==> config.mk <==
export PLATFORM = sky130hd
export DESIGN_NAME = rlzd_queue
export DESIGN_NICKNAME = d
export VERILOG_FILES = /design/src/design/rle_lz_image_decoder_unit_assert.svh /design/src/design/rlzd_pkg.sv /design/src/design/rlzd_queue.sv
export SDC_FILE = /design/constraint.sdc
export NUM_CORES = 1
export LEC_CHECK = 0
export BUFFER_PORTS_ARGS = -buffer_cell sky130_fd_sc_hd__buf_2
export CAP_MARGIN = 20
export CORE_UTILIZATION = 40
export CTS_CLUSTER_SIZE = 28
export DETAILED_ROUTE_END_ITERATION = 7
export HOLD_SLACK_MARGIN = 0.15
export PLACE_DENSITY = 0.64
export SLEW_MARGIN = 20
export SYNTH_ARGS = -nofsm -noshare
export SYNTH_HDL_FRONTEND = slang
export SYNTH_SLANG_ARGS = --single-unit
==> constraint.sdc <==
create_clock -name clk -period 3.5 [get_ports clk]
set_input_delay 0.35 -clock clk [delete_from_list [all_inputs] [get_ports clk]]
set_output_delay 0.35 -clock clk [all_outputs]
set_load 0.01 [all_outputs]
==> src/design/rle_lz_image_decoder_unit_assert.svh <==
// ---------------------------------------------------------------------------
// rle_lz_image_decoder_unit assertion macros
// concurrent check macros, compiled away when NO_ASSERTIONS is set
// ---------------------------------------------------------------------------
`ifndef RLE_LZ_IMAGE_DECODER_UNIT_ASSERT_SVH
`define RLE_LZ_IMAGE_DECODER_UNIT_ASSERT_SVH

`ifndef NO_ASSERTIONS
// implication checked every clock outside reset
`define RLZD_ASSERT_IMP(lbl, clk, rst_n, ante, cons, msg) \
    lbl: assert property (@(posedge clk) disable iff (!rst_n) (ante) |-> (cons)) \
        else $error(msg);
// implication whose consequent is checked at the next clock
`define RLZD_ASSERT_NXT(lbl, clk, rst_n, ante, cons, msg) \
    lbl: assert property (@(posedge clk) disable iff (!rst_n) (ante) |=> (cons)) \
        else $error(msg);
`else
`define RLZD_ASSERT_IMP(lbl, clk, rst_n, ante, cons, msg)
`define RLZD_ASSERT_NXT(lbl, clk, rst_n, ante, cons, msg)
`endif

`endif

==> src/design/rlzd_pkg.sv <==
// ---------------------------------------------------------------------------
// rlzd_pkg
// shared types and constants of the rle/lz image decoder
// ---------------------------------------------------------------------------
package rlzd_pkg;

    localparam int WINDOW_BYTES_DEF    = 16384;
    localparam int MAX_BLOCK_BYTES_DEF = 8;

    // command codes
    localparam logic [1:0] CMD_BYTE  = 2'd0;
    localparam logic [1:0] CMD_TICK  = 2'd1;
    localparam logic [1:0] CMD_FRAME = 2'd2;

    // status codes
    localparam logic [1:0] ST_OK       = 2'd0;
    localparam logic [1:0] ST_UNSUP    = 2'd1;
    localparam logic [1:0] ST_REACH    = 2'd2;
    localparam logic [1:0] ST_REJECTED = 2'd3;

    // register indexes
    localparam logic [1:0] REG_PIXEL_SIZE   = 2'd0;
    localparam logic [1:0] REG_LINE_STRIDE  = 2'd1;
    localparam logic [1:0] REG_FRAME_LENGTH = 2'd2;

    localparam logic [2:0]  PIXEL_SIZE_RST   = 3'd3;
    localparam logic [12:0] LINE_STRIDE_RST  = 13'd3072;
    localparam logic [24:0] FRAME_LENGTH_RST = 25'd3145728;

    typedef struct packed {
        logic [1:0] command;
        logic [7:0] data_byte;
    } in_word_t;

    typedef struct packed {
        logic [7:0] out_byte;
        logic       byte_valid;
        logic       run_pending;
        logic       frame_done;
        logic [1:0] status;
    } out_word_t;

    typedef struct packed {
        logic [2:0]  pixel_size;
        logic [12:0] line_stride;
        logic [24:0] frame_length;
    } cfg_t;

    typedef enum logic [9:0] {
        PH_CTRL     = 10'b0000000001,
        PH_LIT      = 10'b0000000010,
        PH_EXT_LO   = 10'b0000000100,
        PH_BLK_CNT  = 10'b0000001000,
        PH_BLK_DATA = 10'b0000010000,
        PH_PREF_LO  = 10'b0000100000,
        PH_PREF_CNT = 10'b0001000000,
        PH_RUN      = 10'b0010000000,
        PH_COPY     = 10'b0100000000,
        PH_ERR      = 10'b1000000000
    } phase_t;

endpackage

==> src/design/rlzd_queue.sv <==
// ---------------------------------------------------------------------------
// rlzd_queue
// front end: two-entry word queue between the input channel and the core
// ---------------------------------------------------------------------------
module rlzd_queue (
    input  logic              clk,
    input  logic              rst_n,
    input  logic              in_valid,
    output logic              in_ready,
    input  rlzd_pkg::in_word_t in_word,
    output logic              q_valid,
    output rlzd_pkg::in_word_t q_word,
    input  logic              q_pop
);
    import rlzd_pkg::*;

    in_word_t   slot_reg [2];
    logic       wr_ptr_reg, wr_ptr_next;
    logic       rd_ptr_reg, rd_ptr_next;
    logic [1:0] count_reg, count_next;
    logic       push;

    assign in_ready = (count_reg != 2'd2);
    assign push     = in_valid && in_ready;
    assign q_valid  = (count_reg != 2'd0);
    assign q_word   = slot_reg[rd_ptr_reg];

    // pointer and fill count update
    always_comb
    begin
        wr_ptr_next = push  ? ~wr_ptr_reg : wr_ptr_reg;
        rd_ptr_next = q_pop ? ~rd_ptr_reg : rd_ptr_reg;
        count_next  = count_reg + 2'(push) - 2'(q_pop);
    end

    always_ff @(posedge clk or negedge rst_n)
    begin
        if (!rst_n)
        begin
            wr_ptr_reg <= 1'b0;
            rd_ptr_reg <= 1'b0;
            count_reg  <= 2'd0;
        end
        else
        begin
            wr_ptr_reg <= wr_ptr_next;
            rd_ptr_reg <= rd_ptr_next;
            count_reg  <= count_next;
        end
    end

    // word storage
    always_ff @(posedge clk)
    begin
        if (push)
        begin
            slot_reg[wr_ptr_reg] <= in_word;
        end
    end
endmodule

* Word-level counts from Yosys, hierarchy flattened *
Memory sizes are Yosys's and may differ from the RTL's.
Index checks and enable logic that the tools add are counted.

cells by class
  add/subtract/negate cells = 2
  $mul = 0
  divide/modulo/power cells = 0
  $lt $le $gt $ge = 0
  eq/ne operators = 1
  shift operators = 0
  multiplexer cells = 2
  bitwise gates (word level) = 2
  reduce and logical (&&, ||, !) cells = 2

operators by type and width
  operator                              count
  adder 2 x 1 -> 2 bit                  1
  2-to-1 mux 1 bit                      2
  != test 2 bit, second input constant  1
  inverter 1 bit                        2
  nonzero test 2 bit                    1
  subtractor 2 x 1 -> 2 bit             1
  logical AND 1 bit                     1

storage, ports and cells
  register bits after elaboration = 4
  latch bits = 0
  memory bits (writable) = 20
  ROM bits = 0
  memories kept = 1

memories
  memory    depth  width  read ports  clocked after memory_dff  wr ports  RTL line          source
  slot_reg  2      10     1           0                         1         rlzd_queue.sv:17  in_word_t slot_reg [2];

* Logic depth before layout (Yosys ltp) *
Gate-level depths: netlist of the first run.

  depth after elaboration = 4
  mapped depth = 5

* Worst setup path before layout of the first run *
OpenSTA, ideal clock, no wires.

  kind = flip-flop to flip-flop
  from = register count_reg[1]
  to = memory slot_reg[0][0] in the netlist's numbering, enable pin
  library setup time = 0.376 ns
  arrival time = 1.147 ns
  required time = 3.124 ns
  path slack = 1.977 ns
  stages on the path, launching flop included = 4
  path buffers = 0
  cells stage by stage = dfrtp_1 nand2b_1 nand2_1 nor2_1

between the ends
  word-level cells in the longest chain between the ends = 4

ends and longest elaborated chain
  element                                 RTL line          source
  start, declared                         rlzd_queue.sv:20  logic [1:0] count_reg, count_next;
  start signal, assigned                  rlzd_queue.sv:48  count_reg <= count_next;
  != test 2 bit                           rlzd_queue.sv:23  assign in_ready = (count_reg != 2'd2);
  net in_ready                            rlzd_queue.sv:9   output logic in_ready,
  logical AND 1 bit                       rlzd_queue.sv:24  assign push = in_valid && in_ready;
  2-to-1 mux 1 bit                        rlzd_queue.sv:55  if (push)
  2-to-1 mux 1 bit (implied by the code)  rlzd_queue.sv:57  slot_reg[wr_ptr_reg] <= in_word;
  end, declared                           rlzd_queue.sv:17

The timed path passes the listed nets, and every way through them passes these cells.

==> flow_summary_export.csv, run 1 <==
group,metric,value,unit
global_routing,grt_max_degree,14,
floorplanning,core,0.00219,mm²
worst_setup_path,ff2ff_path_depth,3,
cells_and_area,mostFrequentLayoutCells,"25 x buf_2, 20 x edfxtp_1, 9 x mux2_1",
pwr,ir_drop,0.353,mV
logic_synthesis,yosys_warnings,0,
logic_synthesis,syn_area,923,µm²
global_routing,antenna_found_initial,0,
worst_setup_path,path_max_fanout,11,
sta,fin_crit,1.85,ns
sta,hold_viol_final,0,
cts,cts_tree,"built",
sta,setup_violations,0,
cts,cts_max_level,1,
drt,firstDrtPassIters,4,
drt,vias,493,
drt,wl,1320,µm
logic_synthesis,ys_seq_area_share,75.9,%
worst_setup_path,criticalPathCategory,"flip-flop to output pin",
logic_synthesis,syn_inst,48,
drt,wl_per_cell,12.6,µm
logic_synthesis,ys_types,16,
cts,clock_latency,0.30,ns
flow_run,cap_violations,0,
sta,rsz0062_at_grt,"no",
placed_design,pre_cts_ws,1.85,ns
cells_and_area,final_common_cell,"buf_2",
sta,clock_skew,0.00567,ns
sta,slew_viol_final,0,
cts,postCtsSetupBuffers,0,
sta,fin_setup_tns,0,ns
worst_setup_path,start_kind,"flip-flop",
cells_and_area,syn_to_final_growth,20.7,%
pwr,powerDensity,730,mW/mm²
placed_design,place_inst,100,
drt,drtAntennaViolNets,0,
pwr,p_leak,0.435,nW
logic_synthesis,ys_ff_latch,24,
floorplanning,floorplan.initialDensity,42.1,%
cells_and_area,largest_register_ffs,20,
sta,slew_headroom,47.2,%
floorplanning,die_w,50.0,µm
cells_and_area,num_antenna_cells,0,
drt,drc,0,
logic_synthesis,postSynthAreaPerCell,19.2,µm²
global_routing,grt_pass1_wl,2060,µm
placed_design,port_buffers,25,
floorplanning,row_count,17,
pwr,total_power,0.813,mW
worst_setup_path,worst_ep_required_time,3.15,ns
logic_synthesis,syn_nets,63,
min_path,hold_path_class,"input port to flip-flop",
min_path,holdPathStages,1,
sta,worstMarginPinSlew,0.788,ns
drt,viasPerCell,4.70,
global_routing,grt_pass1_vias,486,
worst_setup_path,cp.arrival,1.50,ns
cts,root_buffer,"clkbuf_4",
cts,cts.sinks,24,
cts,clockBufferDepth,2,
sta,layout_setup_ws,1.65,ns
cells_and_area,layout-drive-gt1-share,41.6,%
floorplanning,die_h,50.0,µm
global_routing,grt.overflow.total,0,
placed_design,dp_hpwl,904,µm
floorplanning,dieArea,0.00250,mm²
cts,clkTransAtPathRegs,0.13,ns
global_routing,grt_use_total,11.8,%
sta,finalCritPeriodShare,52.8,%
floorplanning,ios,26,
drt,drt_iter0_drc,5,
placed_design,gp_congestion,0.696,
cells_and_area,nNetsFinal,93,
worst_setup_path,end_kind,"output pin",
cts,numCtsBuffers,3,
cells_and_area,nFillCells,190,
outcome,outcome,"finished, final reports clean",
cells_and_area,stdcell_count,105,
sta,max_freq,0.541,GHz
## report_power, final
group	total, mW	switching [mW]	internal (mW)
registers	0.449	0.0527	0.397
clock network	0.120	0.0780	0.0416
logic	0.245	0.122	0.123
total	0.813	0.253	0.561
## kinds of logic after synthesis
group                    synth area share (%)
adder cells (fa/ha/maj)                  1.35
multiplexers                             12.2
flip-flops                               75.9
AND/OR/NAND/NOR                          4.20
buffers and inverters                   0.541
XOR/XNOR                                 3.79
AO/OA/AOI/OAI                            2.03
## per-layer routing
layer	global-route usage, %	vias up	routed length [µm]
met2	18.9	19	635
met5	0	-	0
met1	13.9	235	602
li1	-	237	-
met3	3.09	2	75
met4	7.14	0	9
## Yosys cell counts
master / instances / share of area [%]
edfxtp_1: 20 / 65
mux2_1: 9 / 11
and3_1: 1 / 0.68
a21bo_1: 1 / 1.1
nand2_1: 1 / 0.41
dfrtp_1: 4 / 11
nor2_1: 1 / 0.41
nand2b_1: 1 / 0.68
a21oi_2: 1 / 0.95
mux2_2: 1 / 1.2
xnor2_1: 3 / 2.8
buf_2: 1 / 0.54
or2_2: 1 / 0.68
xor2_1: 1 / 0.95
nor3b_2: 1 / 1.4
ha_1: 1 / 1.4
## stage by stage
| stage | cell area, µm² | hold WS [ns] | util [%] |
|---|---|---|---|
| final | 1110 | 0.224 | 50.9 |
| after global routing | 1110 | 0.208 | 50.9 |
| after detailed placement | 1080 | 0.162 | 49.2 |
| after floorplan | 923 | 0.0544 | - |
| after CTS | 1110 | 0.224 | 50.9 |
| after global placement | 1080 | 0.162 | 49.2 |
## repair_timing
item	in CTS	in global routing
hold buffers	1	0
hold endpoints to repair	4	0
gates resized for setup	0	0
## layout make-up
class	count	area (µm²)	share of cell area, %
Multi-Input combinational cell	23	218	19.5
Clock inverter	1	3.75	0.337
Tap cell	28	35.0	3.14
Timing Repair Buffer	26	135	12.1
Sequential cell	24	701	62.9
Clock buffer	3	22.5	2.02
## worst max-delay path: stages, from the launching register on
cell and delay (ns):
dfrtp_1 0.67, mux2_2 0.39, buf_2 0.14
## worst paths after layout
kind | slack (ns) | endpoint | from
worst max-delay path | 1.65 | q_word[9] | rd_ptr_reg
worst min-delay path | 0.22 | slot_reg[1][6] | in_word[6]
worst max register to register | 1.85 | slot_reg[0][8] | count_reg[1]
worst min register to register | 0.51 | wr_ptr_reg | wr_ptr_reg
max in group asynchronous | 3.02 | rd_ptr_reg | rst_n
min in group asynchronous | 0.36 | count_reg[1] | rst_n
Power figures use the tool's default switching activity.
==> run 2: changes to the inputs <==
- clock period: 3.5 -> 1.9 ns (I/O delays scaled with it)
==> flow_summary_export.csv, run 2 (synthesis gave the netlist of run 1 again) <==
group,metric,value,unit
outcome,outcome,"finished, final reports clean",
flow_run,cap_violations,0,
pwr,p_leak,0.486,nW
cts,clkTransAtPathRegs,0.12,ns
drt,viasPerCell,4.50,
cts,cts_max_level,1,
worst_setup_path,path_max_fanout,11,
drt,wl,1410,µm
floorplanning,core,0.00219,mm²
sta,fin_crit,1.71,ns
cells_and_area,layout-drive-gt1-share,37.1,%
sta,layout_setup_ws,0.188,ns
worst_setup_path,ff2ff_path_depth,4,
cells_and_area,nFillCells,189,
global_routing,grt_pass1_vias,525,
cts,clock_latency,0.30,ns
sta,finalCritPeriodShare,90.1,%
global_routing,antenna_found_initial,0,
sta,worstMarginPinSlew,0.520,ns
worst_setup_path,start_kind,"flip-flop",
worst_setup_path,worst_ep_required_time,1.71,ns
global_routing,grt_pass1_wl,2260,µm
worst_setup_path,r2r_start,"count_reg[1]",
floorplanning,dieArea,0.00250,mm²
cts,clockBufferDepth,2,
cells_and_area,final_common_cell,"buf_2",
sta,slew_headroom,65.3,%
global_routing,grt_max_degree,14,
cts,cts.sinks,24,
drt,firstDrtPassIters,1,
cts,holdBufCountCts,12,
worst_setup_path,rrSetupSlack,0.43,ns
worst_setup_path,criticalPathCategory,"flip-flop to output pin",
placed_design,port_buffers,25,
cells_and_area,largest_register_ffs,20,
cells_and_area,multi_input_area,218,µm²
cells_and_area,nNetsFinal,105,
placed_design,dp_hpwl,976,µm
floorplanning,row_count,17,
worst_setup_path,cp.arrival,1.52,ns
global_routing,grt.overflow.total,0,
pwr,ir_drop,0.832,mV
pwr,powerDensity,1240,mW/mm²
drt,drt_iter0_drc,0,
worst_setup_path,end_kind,"output pin",
sta,rsz0062_at_grt,"no",
global_routing,grt_use_total,12.6,%
cells_and_area,num_antenna_cells,0,
floorplanning,ios,26,
floorplanning,die_h,50.0,µm
cts,cts_tree,"built",
sta,setup_violations,0,
sta,slew_viol_final,0,
cells_and_area,register_area,701,µm²
drt,drc,0,
cts,root_buffer,"clkbuf_4",
floorplanning,floorplan.initialDensity,42.1,%
drt,wl_per_cell,12.1,µm
worst_setup_path,r2r-end,"slot_reg[0][6]",
cts,postCtsSetupBuffers,0,
cells_and_area,mostFrequentLayoutCells,"25 x buf_2, 20 x edfxtp_1, 12 x dlygate4sd3_1",
min_path,hold_path_class,"input port to asynchronous set/reset pin",
cts,cts_resized,0,
sta,fin_setup_tns,0,ns
placed_design,gp_congestion,0.693,
cells_and_area,syn_to_final_growth,33.5,%
cts,numCtsBuffers,3,
sta,hold_viol_final,0,
drt,vias,526,
sta,max_freq,0.584,GHz
sta,clock_skew,0.00399,ns
placed_design,pre_cts_ws,0.432,ns
drt,drtAntennaViolNets,0,
floorplanning,die_w,50.0,µm
[run 2: cell count changes in the layout (fill, tap and decap cells not counted), sizes merged]
| cell | change |
|---|---|
| buf | +1 |
| clkbuf | +1 |
| clkinv | -1 |
| dlygate4sd3 | +11 |
[run 2: worst max path at each step]
stage | startpoint | end | slack [ns] | cells past startpoint
final | rd_ptr_reg | q_word[9] | 0.19 | 2
after global routing | rd_ptr_reg | q_word[9] | 0.12 | 2
after CTS | rd_ptr_reg | q_word[9] | 0.16 | 2
after detailed placement | count_reg[1] | slot_reg[0][8] | 0.43 | 4
after global placement | count_reg[1] | slot_reg[0][2] | 0.49 | 4
after floorplan | count_reg[1] | slot_reg[0][0] | 0.38 | 3
[run 2: routing by layer]
metal / track usage, % / routed length, µm / share of wire (%) / vias to the layer above
li1: - / - / - / 262
met1: 14.7 / 650 / 46 / 247
met2: 20.9 / 687 / 49 / 15
met3: 3.09 / 65 / 4.6 / 2
met4: 7.14 / 8 / 0.57 / 0
met5: 0 / 0 / 0 / -
[run 2: where the power goes]
group | total, mW | switching (mW) | internal, mW
registers | 0.830 | 0.100 | 0.729
clock network | 0.224 | 0.142 | 0.0819
logic | 0.480 | 0.230 | 0.249
[run 2: worst max-delay path, cell delays in order (launching register included)]
cell and delay [ns]:
dfrtp_1 0.69, mux2_2 0.39, buf_2 0.14
[run 2: cell type report]
type / instances / share of cell area (%)
repair buffers: 38 / 20.5
clock buffers: 4 / 2.13
multi-input cells: 23 / 17.7
flip-flops and latches: 24 / 56.9
well taps: 28 / 2.84
[run 2: per-stage QoR]
step	total power, mW	utilization (%)	cell area, µm²	instances	hold WS (ns)
global placement	1.30	49.6	1090	101	0.000663
floorplan	1.12	-	923	48	-0.106
global route	1.62	56.3	1230	117	0.192
finish	1.53	56.3	1230	117	0.200
CTS	1.55	56.3	1230	117	0.195
detailed placement	1.32	49.6	1090	101	0.00289
==> run 3: changes to the inputs <==
- CELL_PAD_IN_SITES_DETAIL_PLACEMENT: default -> 0
- CELL_PAD_IN_SITES_GLOBAL_PLACEMENT: default -> 1
- CORE_UTILIZATION: 40 -> 41
- PLACE_DENSITY: 0.64 -> 0.76
==> flow_summary_export.csv, run 3 (synthesis gave the netlist of run 1 again) <==
group,metric,value,unit
outcome,outcome,"finished, final reports clean",
cells_and_area,nFillCells,187,
cts,clockBufferDepth,2,
min_path,hold_path_class,"input port to asynchronous set/reset pin",
floorplanning,row_count,16,
global_routing,grt_use_total,12.6,%
cts,root_buffer,"clkbuf_4",
cells_and_area,layout-drive-gt1-share,37.1,%
worst_setup_path,start_kind,"flip-flop",
worst_setup_path,startpoint,"rd_ptr_reg",
cells_and_area,mostFrequentLayoutCells,"25 x buf_2, 20 x edfxtp_1, 12 x dlygate4sd3_1",
cts,cts_tree,"built",
drt,vias,533,
pwr,p_leak,0.487,nW
sta,finalCritPeriodShare,88.5,%
worst_setup_path,r2r_start,"count_reg[1]",
cts,cts_max_level,1,
sta,clock_skew,0.00330,ns
cts,numCtsBuffers,3,
drt,wl_per_cell,11.3,µm
drt,firstDrtPassIters,2,
sta,max_freq,0.595,GHz
global_routing,antenna_found_initial,0,
sta,slew_headroom,67.3,%
global_routing,grt_pass1_vias,527,
cts,postCtsSetupBuffers,0,
drt,viasPerCell,4.59,
global_routing,grt.overflow.total,0,
global_routing,grt_max_degree,14,
floorplanning,floorplan.initialDensity,45.2,%
drt,drtAntennaViolNets,0,
placed_design,gp_congestion,0.629,
floorplanning,die_w,49.5,µm
cts,cts.sinks,24,
cts,clock_latency,0.30,ns
cells_and_area,num_antenna_cells,0,
flow_run,cap_violations,0,
cells_and_area,largest_register_ffs,20,
pwr,powerDensity,1230,mW/mm²
cts,clkTransAtPathRegs,0.12,ns
worst_setup_path,criticalPathCategory,"flip-flop to output pin",
cells_and_area,nNetsFinal,105,
sta,hold_viol_final,0,
cts,cts_resized,0,
sta,slew_viol_final,0,
sta,fin_setup_tns,0,ns
drt,drt_iter0_drc,2,
sta,setup_violations,0,
placed_design,port_buffers,25,
worst_setup_path,worst_ep_required_time,1.71,ns
worst_setup_path,cp.arrival,1.49,ns
placed_design,pre_cts_ws,0.502,ns
floorplanning,ios,26,
sta,worstMarginPinSlew,0.491,ns
sta,fin_crit,1.68,ns
floorplanning,core,0.00204,mm²
floorplanning,die_h,49.5,µm
floorplanning,dieArea,0.00245,mm²
sta,rsz0062_at_grt,"no",
worst_setup_path,path_max_fanout,11,
global_routing,grt_pass1_wl,2210,µm
pwr,ir_drop,0.717,mV
placed_design,dp_hpwl,905,µm
cells_and_area,syn_to_final_growth,33.3,%
drt,drc,0,
worst_setup_path,end_kind,"output pin",
cts,holdBufCountCts,12,
sta,layout_setup_ws,0.219,ns
cells_and_area,final_common_cell,"buf_2",
drt,wl,1310,µm
run 3: area by class of cell:
type | instances | area [µm²] | area share [%]
clock inverters | 1 | 3.75 | 0.305
multi-input cells | 23 | 218 | 17.7
well taps | 27 | 33.8 | 2.74
clock buffers | 3 | 22.5 | 1.83
flip-flops and latches | 24 | 701 | 56.9
repair buffers | 38 | 253 | 20.5
run 3: path summary, 6_finish.rpt:
kind,end,slack (ns),depth (start not counted)
max,q_word[9],0.22,2
min,count_reg[1],0.21,2
max reg2reg,slot_reg[1][2],0.51,2
min reg2reg,wr_ptr_reg,0.50,1
max in group asynchronous,wr_ptr_reg,1.57,2
min in group clk,wr_ptr_reg,0.24,3
run 3: power by group:
part / internal (mW) / switching [mW] / total (mW)
combinational: 0.249 / 0.227 / 0.476
sequential: 0.729 / 0.0992 / 0.829
clock: 0.0764 / 0.132 / 0.208
run 3: metal layers:
layer	part of all wire [%]	vias to the layer above	global-route usage, %
li1	-	262	-
met1	44	255	14.3
met2	50	14	21.2
met3	4.3	2	2.78
met4	1.4	0	8.57
met5	0	-	0
run 3: metrics by stage:
step / instance area, µm² / utilization, % / total power, mW / hold WS (ns) / cells
4_1_cts: 1230 / 60.3 / 1.54 / 0.200 / 116
5_1_grt: 1230 / 60.3 / 1.60 / 0.220 / 116
2_1_floorplan: 923 / - / 1.12 / -0.106 / 48
3_5_place_dp: 1080 / 53.1 / 1.31 / 0.00496 / 100
6_report: 1230 / 60.3 / 1.51 / 0.206 / 116
3_3_place_gp: 1080 / 53.1 / 1.30 / 0.00565 / 100
run 3: critical path, cell delays in order, from the launching register on:
cell and delay, ns:
dfrtp_1 0.67, mux2_2 0.39, buf_2 0.14
